**src/hw/rtl/char_raster_draw_engine_assert.svh**
```systemverilog
// assertion macros for the character raster draw engine
`ifndef CHAR_RASTER_DRAW_ENGINE_ASSERT_SVH
`define CHAR_RASTER_DRAW_ENGINE_ASSERT_SVH
`ifndef SYNTHESIS
`define CRDE_ASSERT_IMPL(label, ante, cons) \
   label: assert property (@(posedge clock) disable iff (reset) (ante) |-> (cons)) \
      else $error("crde assertion failed");
`define CRDE_ASSERT_NEXT(label, ante, cons) \
   label: assert property (@(posedge clock) disable iff (reset) (ante) |=> (cons)) \
      else $error("crde assertion failed");
`else
`define CRDE_ASSERT_IMPL(label, ante, cons)
`define CRDE_ASSERT_NEXT(label, ante, cons)
`endif
`endif

```
**src/hw/rtl/crde_pkg.sv**
```systemverilog
// shared types and constants of the character raster draw engine
package crde_pkg;

   localparam int MAX_COLS = 64;
   localparam int MAX_ROWS = 32;
   localparam int CELLS    = MAX_COLS * MAX_ROWS;
   localparam int ADDR_W   = $clog2(CELLS);
   localparam int PROD_W   = 16;

   localparam logic [7:0]  SPACE_CODE = 8'd32;
   localparam logic [11:0] COUNT_MAX  = 12'd4095;
   localparam logic [17:0] RING_SLACK = 18'd3;
   localparam logic [7:0]  COL_LAST   = 8'(MAX_COLS - 1);
   localparam logic [7:0]  ROW_LAST   = 8'(MAX_ROWS - 1);

   localparam logic CSR_WIDTH  = 1'b0;
   localparam logic CSR_HEIGHT = 1'b1;

   typedef enum logic [2:0] {
      FUNC_CLEAR = 3'd0,
      FUNC_POINT = 3'd1,
      FUNC_LINE  = 3'd2,
      FUNC_RECT  = 3'd3,
      FUNC_FILL  = 3'd4,
      FUNC_CIRC  = 3'd5,
      FUNC_DISC  = 3'd6,
      FUNC_READ  = 3'd7
   } func_type;

   typedef enum logic [1:0] {
      JOB_NONE = 2'd0,
      JOB_BOX  = 2'd1,
      JOB_CIRC = 2'd2,
      JOB_LINE = 2'd3
   } job_kind_type;

   typedef struct packed {
      func_type   func;
      logic [7:0] start_x;
      logic [7:0] start_y;
      logic [7:0] end_x;
      logic [7:0] end_y;
      logic [7:0] radius;
      logic [7:0] fill_char;
   } req_type;

   typedef struct packed {
      logic [7:0]  read_char;
      logic [11:0] cells_written;
   } rsp_type;

   typedef struct packed {
      logic       boot;
      logic       load_item;
      logic       setup;
      logic [1:0] job_idx;
      logic       scan_step;
      logic       circ_sq;
      logic       circ_cmp;
      logic       line_mul;
      logic       div_start;
      logic       line_write;
      logic       read_issue;
      logic       load_rsp;
   } cmd_type;

   typedef struct packed {
      func_type     func;
      job_kind_type setup_kind;
      logic         setup_empty;
      logic         last;
      logic         div_busy;
      logic         div_done;
      logic         rsp_free;
      logic         mem_wr;
   } stat_type;

endpackage

```
**src/hw/rtl/crde_ctrl.sv**
```systemverilog
// controller state machine sequencing the draw jobs
module crde_ctrl
   import crde_pkg::*;
(
   input  logic     clock,
   input  logic     reset,
   input  logic     req_valid,
   input  stat_type stat,
   output logic     req_stall,
   output cmd_type  cmd
);

   typedef enum logic [11:0] {
      ST_BOOT  = 12'b000000000001,
      ST_IDLE  = 12'b000000000010,
      ST_SETUP = 12'b000000000100,
      ST_SCAN  = 12'b000000001000,
      ST_CSQ   = 12'b000000010000,
      ST_CCMP  = 12'b000000100000,
      ST_LMUL  = 12'b000001000000,
      ST_LDST  = 12'b000010000000,
      ST_LDIV  = 12'b000100000000,
      ST_LWR   = 12'b001000000000,
      ST_READ  = 12'b010000000000,
      ST_DONE  = 12'b100000000000
   } state_type;

   state_type  state_ff, state_in;
   logic       boot_ff, boot_in;
   logic [1:0] job_ff, job_in;
   state_type  fin_state;
   logic [1:0] fin_job;

   // where to go once a job runs out
   always_comb begin
      fin_job = job_ff;
      if (boot_ff) begin
         fin_state = ST_IDLE;
      end else if ((stat.func == FUNC_RECT) && (job_ff != 2'd3)) begin
         fin_state = ST_SETUP;
         fin_job   = job_ff + 2'd1;
      end else begin
         fin_state = ST_DONE;
      end
   end

   always_comb begin
      cmd      = '0;
      state_in = state_ff;
      boot_in  = boot_ff;
      job_in   = job_ff;
      cmd.job_idx = job_ff;
      case (state_ff)
         ST_BOOT: begin
            cmd.setup = 1'b1;
            cmd.boot  = 1'b1;
            state_in  = ST_SCAN;
         end
         ST_IDLE: begin
            if (req_valid) begin
               cmd.load_item = 1'b1;
               job_in        = 2'd0;
               state_in      = ST_SETUP;
            end
         end
         ST_SETUP: begin
            cmd.setup = 1'b1;
            if (stat.func == FUNC_READ) begin
               state_in = ST_READ;
            end else if (stat.setup_empty) begin
               state_in = fin_state;
               job_in   = fin_job;
            end else begin
               case (stat.setup_kind)
                  JOB_BOX:  state_in = ST_SCAN;
                  JOB_CIRC: state_in = ST_CSQ;
                  JOB_LINE: state_in = ST_LMUL;
                  default: begin
                     state_in = fin_state;
                     job_in   = fin_job;
                  end
               endcase
            end
         end
         ST_SCAN: begin
            cmd.scan_step = 1'b1;
            if (stat.last) begin
               state_in = fin_state;
               job_in   = fin_job;
               boot_in  = 1'b0;
            end
         end
         ST_CSQ: begin
            cmd.circ_sq = 1'b1;
            state_in    = ST_CCMP;
         end
         ST_CCMP: begin
            cmd.circ_cmp = 1'b1;
            if (stat.last) begin
               state_in = fin_state;
               job_in   = fin_job;
            end else begin
               state_in = ST_CSQ;
            end
         end
         ST_LMUL: begin
            cmd.line_mul = 1'b1;
            state_in     = ST_LDST;
         end
         ST_LDST: begin
            cmd.div_start = 1'b1;
            state_in      = ST_LDIV;
         end
         ST_LDIV: begin
            if (stat.div_done) state_in = ST_LWR;
         end
         ST_LWR: begin
            cmd.line_write = 1'b1;
            if (stat.last) begin
               state_in = fin_state;
               job_in   = fin_job;
            end else begin
               state_in = ST_LMUL;
            end
         end
         ST_READ: begin
            cmd.read_issue = 1'b1;
            state_in       = ST_DONE;
         end
         ST_DONE: begin
            if (stat.rsp_free) begin
               cmd.load_rsp = 1'b1;
               state_in     = ST_IDLE;
            end
         end
         default: state_in = ST_IDLE;
      endcase
   end

   always_ff @(posedge clock) begin
      if (reset) begin
         state_ff <= ST_BOOT;
         boot_ff  <= 1'b1;
         job_ff   <= 2'd0;
      end else begin
         state_ff <= state_in;
         boot_ff  <= boot_in;
         job_ff   <= job_in;
      end
   end

   assign req_stall = (state_ff != ST_IDLE);

endmodule

```
**config.mk**
```make
export PLATFORM = sky130hd
export DESIGN_NAME = crde_ctrl
export DESIGN_NICKNAME = d
export VERILOG_FILES = /design/src/hw/rtl/char_raster_draw_engine_assert.svh /design/src/hw/rtl/crde_pkg.sv /design/src/hw/rtl/crde_ctrl.sv
export SDC_FILE = /design/constraint.sdc
export NUM_CORES = 1
export LEC_CHECK = 0
export BUFFER_PORTS_ARGS = -buffer_cell sky130_fd_sc_hd__buf_4
export CAP_MARGIN = 40
export CORE_MARGIN = 5
export CORE_UTILIZATION = 35
export CTS_CLUSTER_DIAMETER = 60
export DETAILED_ROUTE_END_ITERATION = 6
export PLACE_DENSITY_LB_ADDON = 0.15
export REMOVE_ABC_BUFFERS = 1
export SLEW_MARGIN = 0
export SYNTH_ARGS = -nofsm -noshare
export SYNTH_HDL_FRONTEND = slang
export SYNTH_SLANG_ARGS = --single-unit
```
**constraint.sdc**
```tcl
create_clock -name clock -period 3.1 [get_ports clock]
set_input_delay 0.62 -clock clock [delete_from_list [all_inputs] [get_ports clock]]
set_output_delay 0.62 -clock clock [all_outputs]
set_load 0.005 [all_outputs]
```
==> flow_summary.html, run 1 <==
<table>
<tr><th>Metric</th><th>Value</th></tr>
<tr><th colspan="2">Die</th></tr>
<tr><td>Die height</td><td>between 60 and 70 µm</td></tr>
<tr><td>Number of rows created at floorplan</td><td>19</td></tr>
<tr><td>Core ar.</td><td>2758 µm²</td></tr>
<tr><td>Area enclosed by the die boundary</td><td>4051 µm²</td></tr>
<tr><td>I/O pins</td><td>28</td></tr>
<tr><td>Overall die width</td><td>about 64 µm</td></tr>
<tr><td>Initial core utilization</td><td>a little over a third</td></tr>
<tr><th colspan="2">Outcome</th></tr>
<tr><td>Result of the run</td><td>completed</td></tr>
<tr><th colspan="2">Timing</th></tr>
<tr><td>Slew Limit Fails</td><td>0</td></tr>
<tr><td>Number of endpoints failing setup at the final stage</td><td>0</td></tr>
<tr><td>Final Hold Viols</td><td>0</td></tr>
<tr><td>Final TNS setup</td><td>0 ns</td></tr>
<tr><td>Worst-margin pin slew</td><td>0.6595 ns</td></tr>
<tr><td>Shortest period the worst path allows</td><td>2.979 ns</td></tr>
<tr><td>Largest clock skew in the final design</td><td>about 0.012 ns</td></tr>
<tr><td>Unrepaired setup endpoints after global routing</td><td>no</td></tr>
<tr><td>Max transition margin</td><td>roughly 56%</td></tr>
<tr><td>Top achievable clock speed</td><td>335.7 MHz</td></tr>
<tr><td>Fraction of the cycle the final worst path needs</td><td>a little over nine tenths</td></tr>
<tr><td>Final Worst Setup Slack</td><td>0.1208 ns</td></tr>
<tr><th colspan="2">Clock tree</th></tr>
<tr><td>Clock transition at the register clock pins on the worst setup and hold paths after CTS</td><td>about 0.10 ns</td></tr>
<tr><td>Resized cells post-CTS</td><td>0</td></tr>
<tr><td>Buffers inserted by post-CTS timing repair</td><td>0</td></tr>
<tr><td>Root Buffer Master</td><td>clkbuf_4</td></tr>
<tr><td>Clock Sinks</td><td>15</td></tr>
<tr><td>CTS tree</td><td>built</td></tr>
<tr><td>H-tree levels</td><td>1</td></tr>
<tr><td>Total of hold buffers inserted after clock tree synthesis</td><td>0</td></tr>
<tr><td>Clock insertion delay at the later pin of the skew report</td><td>0.30 ns</td></tr>
<tr><td>Number of buffers between clock root and the deepest sink</td><td>2</td></tr>
<tr><td>Number of clock buffers inserted by TritonCTS</td><td>3</td></tr>
<tr><th colspan="2">Logic synthesis</th></tr>
<tr><td>Mapped Cells</td><td>128</td></tr>
<tr><td>Number of enable flip-flop cells after synthesis</td><td>0</td></tr>
<tr><td>Synthesis Warnings</td><td>0</td></tr>
<tr><td>Most common flop cell mapped by yosys</td><td>dfxtp_1</td></tr>
<tr><td>Flops &amp; latches, synth</td><td>15</td></tr>
<tr><td>Number of distinct library cell variants in the gate-level netlist after synthesis</td><td>42</td></tr>
<tr><td>Post-synthesis async set-or-reset flop share</td><td>0%</td></tr>
<tr><td>Mapped Area</td><td>1007 µm²</td></tr>
<tr><td>Average instance area after synthesis</td><td>7.869 µm²</td></tr>
<tr><td>Part of the Yosys area used for sequential elements</td><td>29.81%</td></tr>
<tr><th colspan="2">Setup path</th></tr>
<tr><td>Highest net fanout along the worst path</td><td>9</td></tr>
<tr><td>WP data arrival</td><td>2.36 ns</td></tr>
<tr><td>Crit path required time</td><td>about 2.5 ns</td></tr>
<tr><td>Worst reg2reg path endpoint</td><td>job_ff[1]$_SDFFE_PP0P_</td></tr>
<tr><td>Length in cells of the worst reg-to-reg path</td><td>6</td></tr>
<tr><td>Setup slack of the most critical reg-to-reg path</td><td>0.99 ns</td></tr>
<tr><td>Critical Path Source Type</td><td>register</td></tr>
<tr><td>Worst setup EP type</td><td>output pin</td></tr>
<tr><td>Startpoint of the worst-slack reg-to-reg timing path</td><td>state_ff[0]$_SDFFE_PP1P_</td></tr>
<tr><td>Type of the worst setup path</td><td>reg2out</td></tr>
<tr><th colspan="2">Routing</th></tr>
<tr><td>Average wire per standard cell</td><td>14.95 µm</td></tr>
<tr><td>Final wirelength</td><td>approximately 2.7 mm</td></tr>
<tr><td>Via density</td><td>5.732</td></tr>
<tr><td>Total vias in the final route</td><td>1,049</td></tr>
<tr><td>Met1 routed wirelength after detailed routing</td><td>approximately 1.2 mm</td></tr>
<tr><td>Highest Signal Layer</td><td>met4</td></tr>
<tr><td>Violation count after the first detailed-route iteration</td><td>35</td></tr>
<tr><td>Antenna-violating nets left</td><td>0</td></tr>
<tr><td>Iteration count of the initial detailed-routing pass</td><td>4</td></tr>
<tr><td>Met2 Routed Length</td><td>1.314 mm</td></tr>
<tr><td>Met3 wire length</td><td>roughly 180 µm</td></tr>
<tr><td>Drc violations</td><td>0</td></tr>
<tr><th colspan="2">Layout</th></tr>
<tr><td>Share of post-route cells with drive strength above 1</td><td>25.00%</td></tr>
<tr><td>Number of antenna repair diodes</td><td>0</td></tr>
<tr><td>NumNets Final</td><td>168</td></tr>
<tr><td>Synthesis-to-layout area growth</td><td>22.36%</td></tr>
<tr><th colspan="2">Min path</th></tr>
<tr><td>Worst Hold Path Cells</td><td>2</td></tr>
<tr><td>Worst min-delay path endpoint</td><td>job_ff[1]$_SDFFE_PP0P_</td></tr>
<tr><td>Path class of the lowest-slack min-delay path</td><td>reg2reg</td></tr>
<tr><td>Startpoint of the tightest hold check path</td><td>job_ff[1]$_SDFFE_PP0P_</td></tr>
<tr><th colspan="2">Pwr</th></tr>
<tr><td>Net Sw Power</td><td>139.6 µW</td></tr>
<tr><td>Part of the total power dissipated in combinational logic</td><td>25.6%</td></tr>
<tr><td>Sequential fraction of design power</td><td>47.6%</td></tr>
<tr><td>Leakage power figure</td><td>~0.00054 µW</td></tr>
<tr><td>Switch share</td><td>31.21%</td></tr>
<tr><td>Internal power contribution</td><td>~310 µW</td></tr>
<tr><td>Clock power frac</td><td>26.9%</td></tr>
<tr><td>Power density normalized to cell area</td><td>363.0 nW/µm²</td></tr>
<tr><td>Max VDD drop</td><td>0.0002400 V</td></tr>
<tr><th colspan="2">Global routing</th></tr>
<tr><td>Number of antenna violations at the first check in global routing</td><td>0</td></tr>
<tr><td>First-pass GRT wire length</td><td>approximately 4.5 mm</td></tr>
<tr><td>Via count of the first global-routing pass</td><td>slightly below 1,000</td></tr>
<tr><td>Total track usage</td><td>13.73%</td></tr>
<tr><td>Largest net degree at the start of global routing</td><td>17</td></tr>
<tr><td>Total grt overflow</td><td>0</td></tr>
<tr><th colspan="2">Placed design</th></tr>
<tr><td>Worst setup slack before clock tree synthesis</td><td>0.4538 ns</td></tr>
<tr><td>Count of buffers inserted at the top-level ports</td><td>25</td></tr>
<tr><td>Gp weighted congestion</td><td>0.8254</td></tr>
<tr><td>Detailed placement HPWL</td><td>between 2 and 2.5 mm</td></tr>
<tr><th colspan="2">Job</th></tr>
<tr><td>Max-capacitance violation count</td><td>0</td></tr>
</table>
-- worst max path at each step --
stage                                         from     end  cells past startpoint
after floorplan           state_ff[0]$_SDFFE_PP1P_  cmd[3]                      4
final                     state_ff[0]$_SDFFE_PP1P_  cmd[3]                      5
after global placement    state_ff[0]$_SDFFE_PP1P_  cmd[3]                      5
after CTS                 state_ff[0]$_SDFFE_PP1P_  cmd[3]                      5
after global routing      state_ff[0]$_SDFFE_PP1P_  cmd[3]                      5
after detailed placement  state_ff[0]$_SDFFE_PP1P_  cmd[3]                      5
-- logic make-up after synthesis --
kind of cell / count (synthesis) / share of synthesized area, %
compound gates: 22 / 14.16
flops: 15 / 29.81
simple gates: 73 / 42.36
xor+xnor: 5 / 4.348
fa+ha+maj: 1 / 1.242
buf+inv: 9 / 4.968
mux: 3 / 3.106
-- registers in the layout, summed over array words and instances (netlist names) --
signal	cells
state_ff	12
job_ff	2
boot_ff	1
-- critical path: stages, from the launching register on --
cell     delay (ns)
dfxtp_1        0.42
or4_4          0.56
or3_1          0.38
or4b_4         0.54
inv_1          0.07
buf_4          0.10
-- routing by layer --
metal,track usage [%],vias to the layer above
met5,0,-
met4,3.117,0
met3,5.151,2
met2,22.72,28
met1,16.76,501
li1,-,518
-- synthesized netlist by cell type (4+ instances only) --
master | n | area, µm²
a21oi_1 | 5 | 25.02
dfxtp_1 | 15 | 300.3
nand2_1 | 12 | 45.04
nand4_1 | 5 | 31.28
nor2_1 | 14 | 52.55
nor3_1 | 8 | 40.04
nor3b_1 | 4 | 30.03
nor4b_1 | 4 | 35.03
o21ai_0 | 4 | 20.02
xor2_1 | 4 | 35.03
-- cell usage in the layout, fill, tap and decap left out, types with 2 or more instances in the layout --
| master | n |
|---|---|
| nor4_1 | 3 |
| inv_1 | 3 |
| nand2b_1 | 3 |
| nor2b_1 | 3 |
| mux2i_1 | 2 |
| and3_1 | 3 |
| buf_4 | 26 |
| a22oi_1 | 2 |
| nor2_1 | 14 |
| xor2_1 | 4 |
| a31oi_1 | 3 |
| nand4_1 | 5 |
| nand2_1 | 12 |
| or4_4 | 2 |
| clkbuf_4 | 3 |
| dfxtp_1 | 15 |
| nor3_1 | 8 |
| nor4b_1 | 4 |
| and3b_1 | 2 |
| a21oi_1 | 5 |
| o21ai_0 | 4 |
| nor3b_1 | 4 |
| nand3_1 | 3 |
-- power groups by stage --
stage	logic (µW)	clock network [µW]	registers [µW]
after floorplan	70.9	0	214
after global placement	114	0	216
after detailed placement	115	0	217
after CTS	116	127	212
after global routing	128	135	215
final	114	120	213
-- per-stage QoR --
stage               hold WS, ns  util, %  instances  power, µW  instance area, µm²
CTS                      0.5223    44.69        183      454.7                1232
floorplan                0.4644        -        122      284.6               968.4
detailed placement       0.4996    43.60        179      331.7                1202
global route             0.5388    44.69        183      477.4                1232
finish                   0.5120    44.69        183      447.3                1232
global placement         0.4909    43.60        179      330.6                1202
-- final cells by class --
| type | instances | area [µm²] |
|---|---|---|
| Fill cell | 298 | 1525 |
| Sequential cell | 15 | 300.3 |
| Multi-Input combinational cell | 104 | 656.9 |
| Timing Repair Buffer | 26 | 195.2 |
| Inverter | 3 | 11.26 |
| Tap cell | 31 | 38.79 |
| Clock buffer | 3 | 22.52 |
| Clock inverter | 1 | 7.507 |
Note: power is estimated with default switching activity, not from simulation.
==> run 2: changes to the inputs <==
==> constraint.sdc (replaced) <==
create_clock -name clock -period 3.7 [get_ports clock]
set_input_delay 0.74 -clock clock [delete_from_list [all_inputs] [get_ports clock]]
set_output_delay 0.74 -clock clock [all_outputs]
set_load 0.005 [all_outputs]
==> run 2 against run 1 <==
Compared with the run above:
- largest cell class unchanged
- utilization down 0.41 points
- critical endpoint unchanged
- largest power group unchanged
- routed wire length down 2.0%
- sequential cell count unchanged
- sequential share of layout area up 0.22 points
- total power down 17%
- clock power down 17%
- cell count down 0.55%
- non-clock buffer count down 1
- first-iteration DRC count up 51%
- sequential power down 16%
- die area unchanged
==> flow_summary.html, run 2 (synthesis gave the netlist of run 1 again) <==
<table>
<tr><th>Metric</th><th>Value</th></tr>
<tr><th colspan="2">Placed design</th></tr>
<tr><td>Detailed placement HPWL</td><td>2.133 mm (-1.7%)</td></tr>
<tr><td>Cell Count Post-Placement</td><td>178 (-0.56%)</td></tr>
<tr><td>Gp weighted congestion</td><td>0.8272 (+0.22%)</td></tr>
<tr><td>Count of buffers inserted at the top-level ports</td><td>25 (unchanged)</td></tr>
<tr><th colspan="2">Layout</th></tr>
<tr><td>Max reg flops</td><td>12 (unchanged)</td></tr>
<tr><td>Top Registers</td><td>state_ff: 12 flops, job_ff: 2 flops, boot_ff: 1 flops</td></tr>
<tr><td>Synthesis-to-layout area growth</td><td>21.24%</td></tr>
<tr><td>Combined flip-flop and latch cell area</td><td>300.3 µm² (unchanged)</td></tr>
<tr><td>Layout Cells excl Fill</td><td>182 (-0.55%)</td></tr>
<tr><td>Multi-input combinational cell area</td><td>656.9 µm² (unchanged)</td></tr>
<tr><td>Number of antenna repair diodes</td><td>0 (unchanged)</td></tr>
<tr><td>Most common library cell in the layout ignoring fill and taps</td><td>buf_4</td></tr>
<tr><td>Share of post-route cells with drive strength above 1</td><td>23.84% (-1.2 points)</td></tr>
<tr><td>Biggest register</td><td>state_ff</td></tr>
<tr><td>NumNets Final</td><td>167 (-0.60%)</td></tr>
<tr><td>Final-layout fill cell count</td><td>304 (+2.0%)</td></tr>
<tr><td>Most frequent cells in the layout</td><td>buf_4, dfxtp_1, nor2_1</td></tr>
<tr><th colspan="2">Job</th></tr>
<tr><td>Max-capacitance violation count</td><td>0 (unchanged)</td></tr>
<tr><th colspan="2">Routing</th></tr>
<tr><td>Via density</td><td>5.676 (-0.98%)</td></tr>
<tr><td>Violation count after the first detailed-route iteration</td><td>53 (+51%)</td></tr>
<tr><td>Drc violations</td><td>0 (unchanged)</td></tr>
<tr><td>Iteration count of the initial detailed-routing pass</td><td>4 (unchanged)</td></tr>
<tr><td>Average wire per standard cell</td><td>14.73 µm (-1.5%)</td></tr>
<tr><td>Final wirelength</td><td>2.680 mm (-2.0%)</td></tr>
<tr><td>Antenna-violating nets left</td><td>0 (unchanged)</td></tr>
<tr><td>Total vias in the final route</td><td>1,033 (-1.5%)</td></tr>
<tr><th colspan="2">Clock tree</th></tr>
<tr><td>Root Buffer Master</td><td>clkbuf_4</td></tr>
<tr><td>Clock insertion delay at the later pin of the skew report</td><td>0.30 ns (about the same)</td></tr>
<tr><td>Total of hold buffers inserted after clock tree synthesis</td><td>0 (unchanged)</td></tr>
<tr><td>CTS tree</td><td>built</td></tr>
<tr><td>H-tree levels</td><td>1 (unchanged)</td></tr>
<tr><td>Number of clock buffers inserted by TritonCTS</td><td>3 (unchanged)</td></tr>
<tr><td>Buffers inserted by post-CTS timing repair</td><td>0 (unchanged)</td></tr>
<tr><td>Resized cells post-CTS</td><td>0 (unchanged)</td></tr>
<tr><td>Clock Sinks</td><td>15 (unchanged)</td></tr>
<tr><td>Clock transition at the register clock pins on the worst setup and hold paths after CTS</td><td>0.09 ns (about the same)</td></tr>
<tr><td>Number of buffers between clock root and the deepest sink</td><td>2 (unchanged)</td></tr>
<tr><th colspan="2">Timing</th></tr>
<tr><td>Largest clock skew in the final design</td><td>0.007080 ns (-0.005008 ns)</td></tr>
<tr><td>Shortest period the worst path allows</td><td>3.084 ns</td></tr>
<tr><td>Fraction of the cycle the final worst path needs</td><td>83.36%</td></tr>
<tr><td>Slew Limit Fails</td><td>0 (unchanged)</td></tr>
<tr><td>Number of endpoints failing setup at the final stage</td><td>0 (unchanged)</td></tr>
<tr><td>Worst-margin pin slew</td><td>0.6604 ns (+0.0008894 ns)</td></tr>
<tr><td>Final Hold Viols</td><td>0 (unchanged)</td></tr>
<tr><td>Unrepaired setup endpoints after global routing</td><td>no</td></tr>
<tr><td>Top achievable clock speed</td><td>324.2 MHz</td></tr>
<tr><td>Final TNS setup</td><td>0 ns (unchanged)</td></tr>
<tr><td>Max transition margin</td><td>55.57% (-0.060 points)</td></tr>
<tr><th colspan="2">Die</th></tr>
<tr><td>Overall die width</td><td>63.65 µm (unchanged)</td></tr>
<tr><td>Initial core utilization</td><td>36.52% (unchanged)</td></tr>
<tr><td>I/O pins</td><td>28 (unchanged)</td></tr>
<tr><td>Area enclosed by the die boundary</td><td>4051 µm² (unchanged)</td></tr>
<tr><td>Die height</td><td>63.65 µm (unchanged)</td></tr>
<tr><td>Core ar.</td><td>2758 µm² (unchanged)</td></tr>
<tr><td>Number of rows created at floorplan</td><td>19 (unchanged)</td></tr>
<tr><th colspan="2">Setup path</th></tr>
<tr><td>Type of the worst setup path</td><td>reg2out</td></tr>
<tr><td>Highest net fanout along the worst path</td><td>9 (unchanged)</td></tr>
<tr><td>Setup slack of the most critical reg-to-reg path</td><td>1.56 ns (+0.57 ns)</td></tr>
<tr><td>Worst setup EP type</td><td>output pin</td></tr>
<tr><td>Crit path required time</td><td>2.96 ns (+0.48 ns)</td></tr>
<tr><td>WP data arrival</td><td>2.34 ns (-0.02 ns)</td></tr>
<tr><td>Critical Path Source Type</td><td>register</td></tr>
<tr><th colspan="2">Global routing</th></tr>
<tr><td>Via count of the first global-routing pass</td><td>942 (-2.9%)</td></tr>
<tr><td>Total grt overflow</td><td>0 (unchanged)</td></tr>
<tr><td>Largest net degree at the start of global routing</td><td>17 (unchanged)</td></tr>
<tr><td>First-pass GRT wire length</td><td>4.347 mm (-3.2%)</td></tr>
<tr><td>Total track usage</td><td>13.52% (-0.21 points)</td></tr>
<tr><td>Number of antenna violations at the first check in global routing</td><td>0 (unchanged)</td></tr>
<tr><th colspan="2">Min path</th></tr>
<tr><td>Path class of the lowest-slack min-delay path</td><td>reg2reg</td></tr>
<tr><th colspan="2">Outcome</th></tr>
<tr><td>Result of the run</td><td>completed</td></tr>
<tr><th colspan="2">Pwr</th></tr>
<tr><td>Leakage power figure</td><td>0.0005370 µW (-0.58%)</td></tr>
<tr><td>Max VDD drop</td><td>0.0001570 V (-35%)</td></tr>
<tr><td>Power density normalized to cell area</td><td>305.6 nW/µm² (-16%)</td></tr>
</table>
==> run 2: changes by cell type in the layout (fill, tap and decap cells not counted) <==
cell	delta
buf_4	-1
clkinvlp_4	-1
clkbuf_1	+1
==> run 2: worst paths after layout <==
| check | startpoint | end | cells past startpoint |
|---|---|---|---|
| min | job_ff[1]$_SDFFE_PP0P_ | job_ff[1]$_SDFFE_PP0P_ | 2 |
| max reg2reg | state_ff[4]$_SDFFE_PP0P_ | job_ff[1]$_SDFFE_PP0P_ | 6 |
| max | state_ff[0]$_SDFFE_PP1P_ | cmd[3] | 5 |
| min reg2reg | job_ff[1]$_SDFFE_PP0P_ | job_ff[1]$_SDFFE_PP0P_ | 2 |
==> run 2: area by class of cell <==
cell class | count | area share (%)
multi-input combinational | 104 | 53.79
clock buffer | 4 | 2.152
sequential | 15 | 24.59
inverter | 3 | 0.9221
timing repair buffer | 25 | 15.37
tap | 31 | 3.176
==> run 2: layer usage <==
| metal | vias to the layer above | GRT usage (%) | part of all wire, % | wire, µm |
|---|---|---|---|---|
| met2 | 36 | 19.92 | 44 | 1189 |
| met5 | - | 0 | 0 | 0 |
| met3 | 5 | 3.730 | 6.9 | 184 |
| li1 | 519 | - | - | - |
| met1 | 473 | 18.38 | 47 | 1260 |
| met4 | 0 | 5.455 | 1.7 | 45 |
==> run 2: stage by stage <==
step	area [µm²]	utilization [%]	total power, µW	worst slack [ns]	hold WS [ns]
finish	1221	44.28	373.2	0.6157	0.5131
global route	1221	44.28	399.2	0.5447	0.5407
CTS	1221	44.28	376.7	0.6030	0.5166
detailed placement	1195	43.33	277.5	0.9269	0.4932
global placement	1195	43.33	276.9	0.9439	0.4907
floorplan	968.4	-	238.5	1.104	0.4644
==> run 2: power by group <==
group	switching [µW]	leakage, µW	internal (µW)
Sequential	11.7	0.000122	167
Clock	57.2	0.0000150	42.0
Combinational	45.7	0.000400	49.7
==> run 2: critical path, stage by stage, from the launching register on <==
cell     delay [ns]
dfxtp_1        0.41
or4_4          0.56
or3_1          0.38
or4b_4         0.54
inv_1          0.07
buf_4          0.10
==> run 3: changes to the inputs <==
--- a/config.mk
+++ b/config.mk
@@ -5,6 +5,7 @@
 export SDC_FILE = /design/constraint.sdc
 export NUM_CORES = 1
 export LEC_CHECK = 0
+export ABC_AREA = 1
 export BUFFER_PORTS_ARGS = -buffer_cell sky130_fd_sc_hd__buf_4
 export CAP_MARGIN = 40
 export CORE_MARGIN = 5
==> constraint.sdc (replaced) <==
create_clock -name clock -period 2.65 [get_ports clock]
set_input_delay 0.53 -clock clock [delete_from_list [all_inputs] [get_ports clock]]
set_output_delay 0.53 -clock clock [all_outputs]
set_load 0.005 [all_outputs]
==> run 3 against run 2 <==
Compared with the run above:
- sequential power increased by 34%
- clock skew decreased by 0.0052 ns
- sequential share of layout area decreased by 3.8 points
- area after synthesis increased by 17%
- global-route usage increased by 1.1 points
- register-to-register slack got worse by 0.44 ns
- worst hold slack got worse by 0.035 ns
- largest cell class unchanged
- cell count increased by 44%
==> flow_summary.html, run 3 <==
<table>
<tr><th>Metric</th><th>Value</th></tr>
<tr><th colspan="2">Die</th></tr>
<tr><td>Overall die width</td><td>68.09 µm (+7.0%)</td></tr>
<tr><td>Core ar.</td><td>3311 µm² (+20%)</td></tr>
<tr><td>Die height</td><td>68.09 µm (+7.0%)</td></tr>
<tr><td>Number of rows created at floorplan</td><td>21 (+2)</td></tr>
<tr><td>Initial core utilization</td><td>35.68% (-0.85 points)</td></tr>
<tr><td>I/O pins</td><td>28 (unchanged)</td></tr>
<tr><td>Area enclosed by the die boundary</td><td>4636 µm² (+14%)</td></tr>
<tr><th colspan="2">Layout</th></tr>
<tr><td>Share of post-route cells with drive strength above 1</td><td>26.39% (+2.5 points)</td></tr>
<tr><td>Most frequent cells in the layout</td><td>nand2_1, inv_1, nor2_1</td></tr>
<tr><td>Top Registers</td><td>state_ff: 12 flops, job_ff: 2 flops, boot_ff: 1 flops</td></tr>
<tr><td>Final-layout fill cell count</td><td>391 (+29%)</td></tr>
<tr><td>NumNets Final</td><td>232 (+39%)</td></tr>
<tr><td>Number of antenna repair diodes</td><td>0 (unchanged)</td></tr>
<tr><td>Biggest register</td><td>state_ff</td></tr>
<tr><td>Synthesis-to-layout area growth</td><td>22.35%</td></tr>
<tr><td>Max reg flops</td><td>12 (unchanged)</td></tr>
<tr><td>Most common library cell in the layout ignoring fill and taps</td><td>nand2_1</td></tr>
<tr><th colspan="2">Pwr</th></tr>
<tr><td>Net Sw Power</td><td>151.0 µW (+32%)</td></tr>
<tr><td>Switch share</td><td>30.95% (+0.23 points)</td></tr>
<tr><td>Power density normalized to cell area</td><td>337.6 nW/µm² (+10%)</td></tr>
<tr><td>Leakage power figure</td><td>0.0007739 µW (+44%)</td></tr>
<tr><td>Part of the total power dissipated in combinational logic</td><td>23.8% (-1.8 points)</td></tr>
<tr><td>Internal power contribution</td><td>336.9 µW (+30%)</td></tr>
<tr><td>Clock power frac</td><td>27.4% (+0.8 points)</td></tr>
<tr><td>Sequential fraction of design power</td><td>48.8% (+1.0 points)</td></tr>
<tr><td>Max VDD drop</td><td>0.0001781 V (+13%)</td></tr>
<tr><th colspan="2">Placed design</th></tr>
<tr><td>Detailed placement HPWL</td><td>2.402 mm (+13%)</td></tr>
<tr><td>Worst setup slack before clock tree synthesis</td><td>0.9843 ns (+0.05742 ns)</td></tr>
<tr><td>Count of buffers inserted at the top-level ports</td><td>25 (unchanged)</td></tr>
<tr><td>Gp weighted congestion</td><td>0.8439 (+2.0%)</td></tr>
<tr><th colspan="2">Timing</th></tr>
<tr><td>Max transition margin</td><td>79.05% (+23 points)</td></tr>
<tr><td>Largest clock skew in the final design</td><td>0.001891 ns (-0.005189 ns)</td></tr>
<tr><td>Fraction of the cycle the final worst path needs</td><td>74.85%</td></tr>
<tr><td>Number of endpoints failing setup at the final stage</td><td>0 (unchanged)</td></tr>
<tr><td>Final TNS setup</td><td>0 ns (unchanged)</td></tr>
<tr><td>Shortest period the worst path allows</td><td>1.984 ns</td></tr>
<tr><td>Unrepaired setup endpoints after global routing</td><td>no</td></tr>
<tr><td>Final Worst Setup Slack</td><td>0.6664 ns (+0.05065 ns)</td></tr>
<tr><td>Worst-margin pin slew</td><td>0.3118 ns (-0.3486 ns)</td></tr>
<tr><td>Top achievable clock speed</td><td>504.1 MHz</td></tr>
<tr><td>Slew Limit Fails</td><td>0 (unchanged)</td></tr>
<tr><td>Final Hold Viols</td><td>0 (unchanged)</td></tr>
<tr><th colspan="2">Clock tree</th></tr>
<tr><td>Total of hold buffers inserted after clock tree synthesis</td><td>0 (unchanged)</td></tr>
<tr><td>Clock Sinks</td><td>15 (unchanged)</td></tr>
<tr><td>Root Buffer Master</td><td>clkbuf_4</td></tr>
<tr><td>CTS tree</td><td>built</td></tr>
<tr><td>Buffers inserted by post-CTS timing repair</td><td>0 (unchanged)</td></tr>
<tr><td>Number of buffers between clock root and the deepest sink</td><td>2 (unchanged)</td></tr>
<tr><td>Clock insertion delay at the later pin of the skew report</td><td>0.28 ns (-0.02 ns)</td></tr>
<tr><td>Clock transition at the register clock pins on the worst setup and hold paths after CTS</td><td>0.09 ns (about the same)</td></tr>
<tr><td>H-tree levels</td><td>1 (unchanged)</td></tr>
<tr><td>Resized cells post-CTS</td><td>0 (unchanged)</td></tr>
<tr><td>Number of clock buffers inserted by TritonCTS</td><td>3 (unchanged)</td></tr>
<tr><th colspan="2">Global routing</th></tr>
<tr><td>First-pass GRT wire length</td><td>5.064 mm (+16%)</td></tr>
<tr><td>Total grt overflow</td><td>0 (unchanged)</td></tr>
<tr><td>Total track usage</td><td>14.64% (+1.1 points)</td></tr>
<tr><td>Via count of the first global-routing pass</td><td>1,128 (+20%)</td></tr>
<tr><td>Number of antenna violations at the first check in global routing</td><td>0 (unchanged)</td></tr>
<tr><td>Largest net degree at the start of global routing</td><td>16 (-1)</td></tr>
<tr><th colspan="2">Routing</th></tr>
<tr><td>Average wire per standard cell</td><td>10.98 µm (-25%)</td></tr>
<tr><td>Total vias in the final route</td><td>1,193 (+15%)</td></tr>
<tr><td>Final wirelength</td><td>2.878 mm (+7.4%)</td></tr>
<tr><td>Antenna-violating nets left</td><td>0 (unchanged)</td></tr>
<tr><td>Via density</td><td>4.553 (-20%)</td></tr>
<tr><td>Drc violations</td><td>0 (unchanged)</td></tr>
<tr><td>Violation count after the first detailed-route iteration</td><td>58 (+9.4%)</td></tr>
<tr><td>Iteration count of the initial detailed-routing pass</td><td>4 (unchanged)</td></tr>
<tr><th colspan="2">Logic synthesis</th></tr>
<tr><td>Mapped Area</td><td>1181 µm² (+17%)</td></tr>
<tr><td>Most common flop cell mapped by yosys</td><td>dfxtp_1</td></tr>
<tr><td>Number of enable flip-flop cells after synthesis</td><td>0 (unchanged)</td></tr>
<tr><td>Synthesis Warnings</td><td>0 (unchanged)</td></tr>
<tr><td>Biggest area consumer among synthesized cells</td><td>dfxtp_1</td></tr>
<tr><td>Number of distinct library cell variants in the gate-level netlist after synthesis</td><td>26 (-38%)</td></tr>
<tr><td>Flops &amp; latches, synth</td><td>15 (unchanged)</td></tr>
<tr><td>Most numerous cell in the Yosys netlist</td><td>nand2_1</td></tr>
<tr><td>Part of the Yosys area used for sequential elements</td><td>25.42% (-4.4 points)</td></tr>
<tr><td>Top cells by instance count after synthesis</td><td>nand2_1, inv_1, nor2_1</td></tr>
<tr><td>Average instance area after synthesis</td><td>6.249 µm² (-21%)</td></tr>
<tr><td>Post-synth top area share</td><td>25.42% (-4.4 points)</td></tr>
<tr><td>Leading cell types by total area after synthesis</td><td>dfxtp_1, nand2_1, inv_1, nor2_1, nand3_1</td></tr>
<tr><td>Mapped Cells</td><td>189 (+48%)</td></tr>
<tr><td>Post-synthesis async set-or-reset flop share</td><td>0% (unchanged)</td></tr>
<tr><th colspan="2">Outcome</th></tr>
<tr><td>Result of the run</td><td>completed</td></tr>
<tr><th colspan="2">Setup path</th></tr>
<tr><td>Length in cells of the worst reg-to-reg path</td><td>10 (+4)</td></tr>
<tr><td>Crit path required time</td><td>2.12 ns (-0.84 ns)</td></tr>
<tr><td>Critical Path Source Type</td><td>register</td></tr>
<tr><td>Highest net fanout along the worst path</td><td>7 (-2)</td></tr>
<tr><td>Worst setup EP type</td><td>output pin</td></tr>
<tr><td>Startpoint of the worst-slack reg-to-reg timing path</td><td>state_ff[8]$_SDFFE_PP0P_</td></tr>
<tr><td>WP data arrival</td><td>1.45 ns (-0.89 ns)</td></tr>
<tr><td>Worst reg2reg path endpoint</td><td>state_ff[1]$_SDFFE_PP0P_</td></tr>
<tr><td>Type of the worst setup path</td><td>reg2out</td></tr>
<tr><td>Setup slack of the most critical reg-to-reg path</td><td>1.12 ns (-0.44 ns)</td></tr>
<tr><th colspan="2">Min path</th></tr>
<tr><td>Worst min-delay path endpoint</td><td>state_ff[0]$_SDFFE_PP1P_</td></tr>
<tr><td>Worst Hold Path Cells</td><td>1 (-1)</td></tr>
<tr><td>Startpoint of the tightest hold check path</td><td>reset</td></tr>
<tr><td>Path class of the lowest-slack min-delay path</td><td>in2reg</td></tr>
<tr><th colspan="2">Job</th></tr>
<tr><td>Max-capacitance violation count</td><td>0 (unchanged)</td></tr>
</table>
==> run 3: changes by cell type in the layout (fill, tap and decap cells not counted), moves of 4 or more <==
cell	delta
a21oi_1	+7
inv_1	+33
nand2_1	+25
nand2_2	+7
nand2_4	+4
nand3_1	+13
nand4_1	-4
nor2_1	+13
nor2_2	+5
nor2_4	+4
nor3b_1	-4
nor4b_1	-4
xor2_1	-4
==> run 3: kinds of logic after synthesis <==
logic type,share of synthesized area (%)
compound gates,6.886
fa+ha+maj,1.059
flops,25.42
simple gates,54.24
buf+inv,12.39
==> run 3: power by group through the flow <==
stage / registers (µW) / logic [µW] / clock network, µW
after detailed placement: 243 / 118 / 0
after floorplan: 242 / 74.3 / 0
final: 238 / 116 / 134
after global placement: 243 / 118 / 0
after CTS: 238 / 118 / 142
after global routing: 239 / 131 / 154
==> run 3: worst max path at each step <==
stage | from | end | depth (start not counted)
global placement | state_ff[6]$_SDFFE_PP0P_ | cmd[10] | 6
detailed placement | state_ff[6]$_SDFFE_PP0P_ | cmd[10] | 6
CTS | state_ff[6]$_SDFFE_PP0P_ | cmd[11] | 6
finish | state_ff[8]$_SDFFE_PP0P_ | cmd[11] | 6
global route | state_ff[8]$_SDFFE_PP0P_ | cmd[11] | 6
floorplan | state_ff[4]$_SDFFE_PP0P_ | cmd[11] | 5
==> run 3: critical path, stage by stage (launching register included) <==
cell and delay [ns]:
dfxtp_1 0.34, nor2_2 0.20, nand2_4 0.13, nor2_4 0.16
nand2_1 0.12, nor2_1 0.10, buf_4 0.11
==> run 3: routing by layer <==
metal | global-route usage (%) | part of all wire, % | vias up
li1 | - | - | 642
met1 | 20.20 | 49 | 520
met2 | 22.74 | 44 | 26
met3 | 2.463 | 5.9 | 5
met4 | 5.211 | 1.4 | 0
met5 | 0 | 0 | -
==> run 3: layout make-up <==
type	instances	area (µm²)	area share, %
inverter	37	138.9	9.610
sequential	15	300.3	20.78
clock buffer	4	26.28	1.818
timing repair buffer	25	187.7	12.99
multi-input combinational	135	734.5	50.82
tap	46	57.56	3.983
==> run 3: metrics by stage <==
step / std cells / hold WS (ns) / util (%) / total power (µW) / cell area [µm²]
2_1_floorplan: 187 / 0.4655 / - / 316.6 / 1174
3_3_place_gp: 258 / 0.4799 / 42.86 / 361.6 / 1419
3_5_place_dp: 258 / 0.4796 / 42.86 / 361.1 / 1419
4_1_cts: 262 / 0.4776 / 43.65 / 498.6 / 1445
5_1_grt: 262 / 0.4786 / 43.65 / 524.4 / 1445
6_report: 262 / 0.4784 / 43.65 / 487.9 / 1445
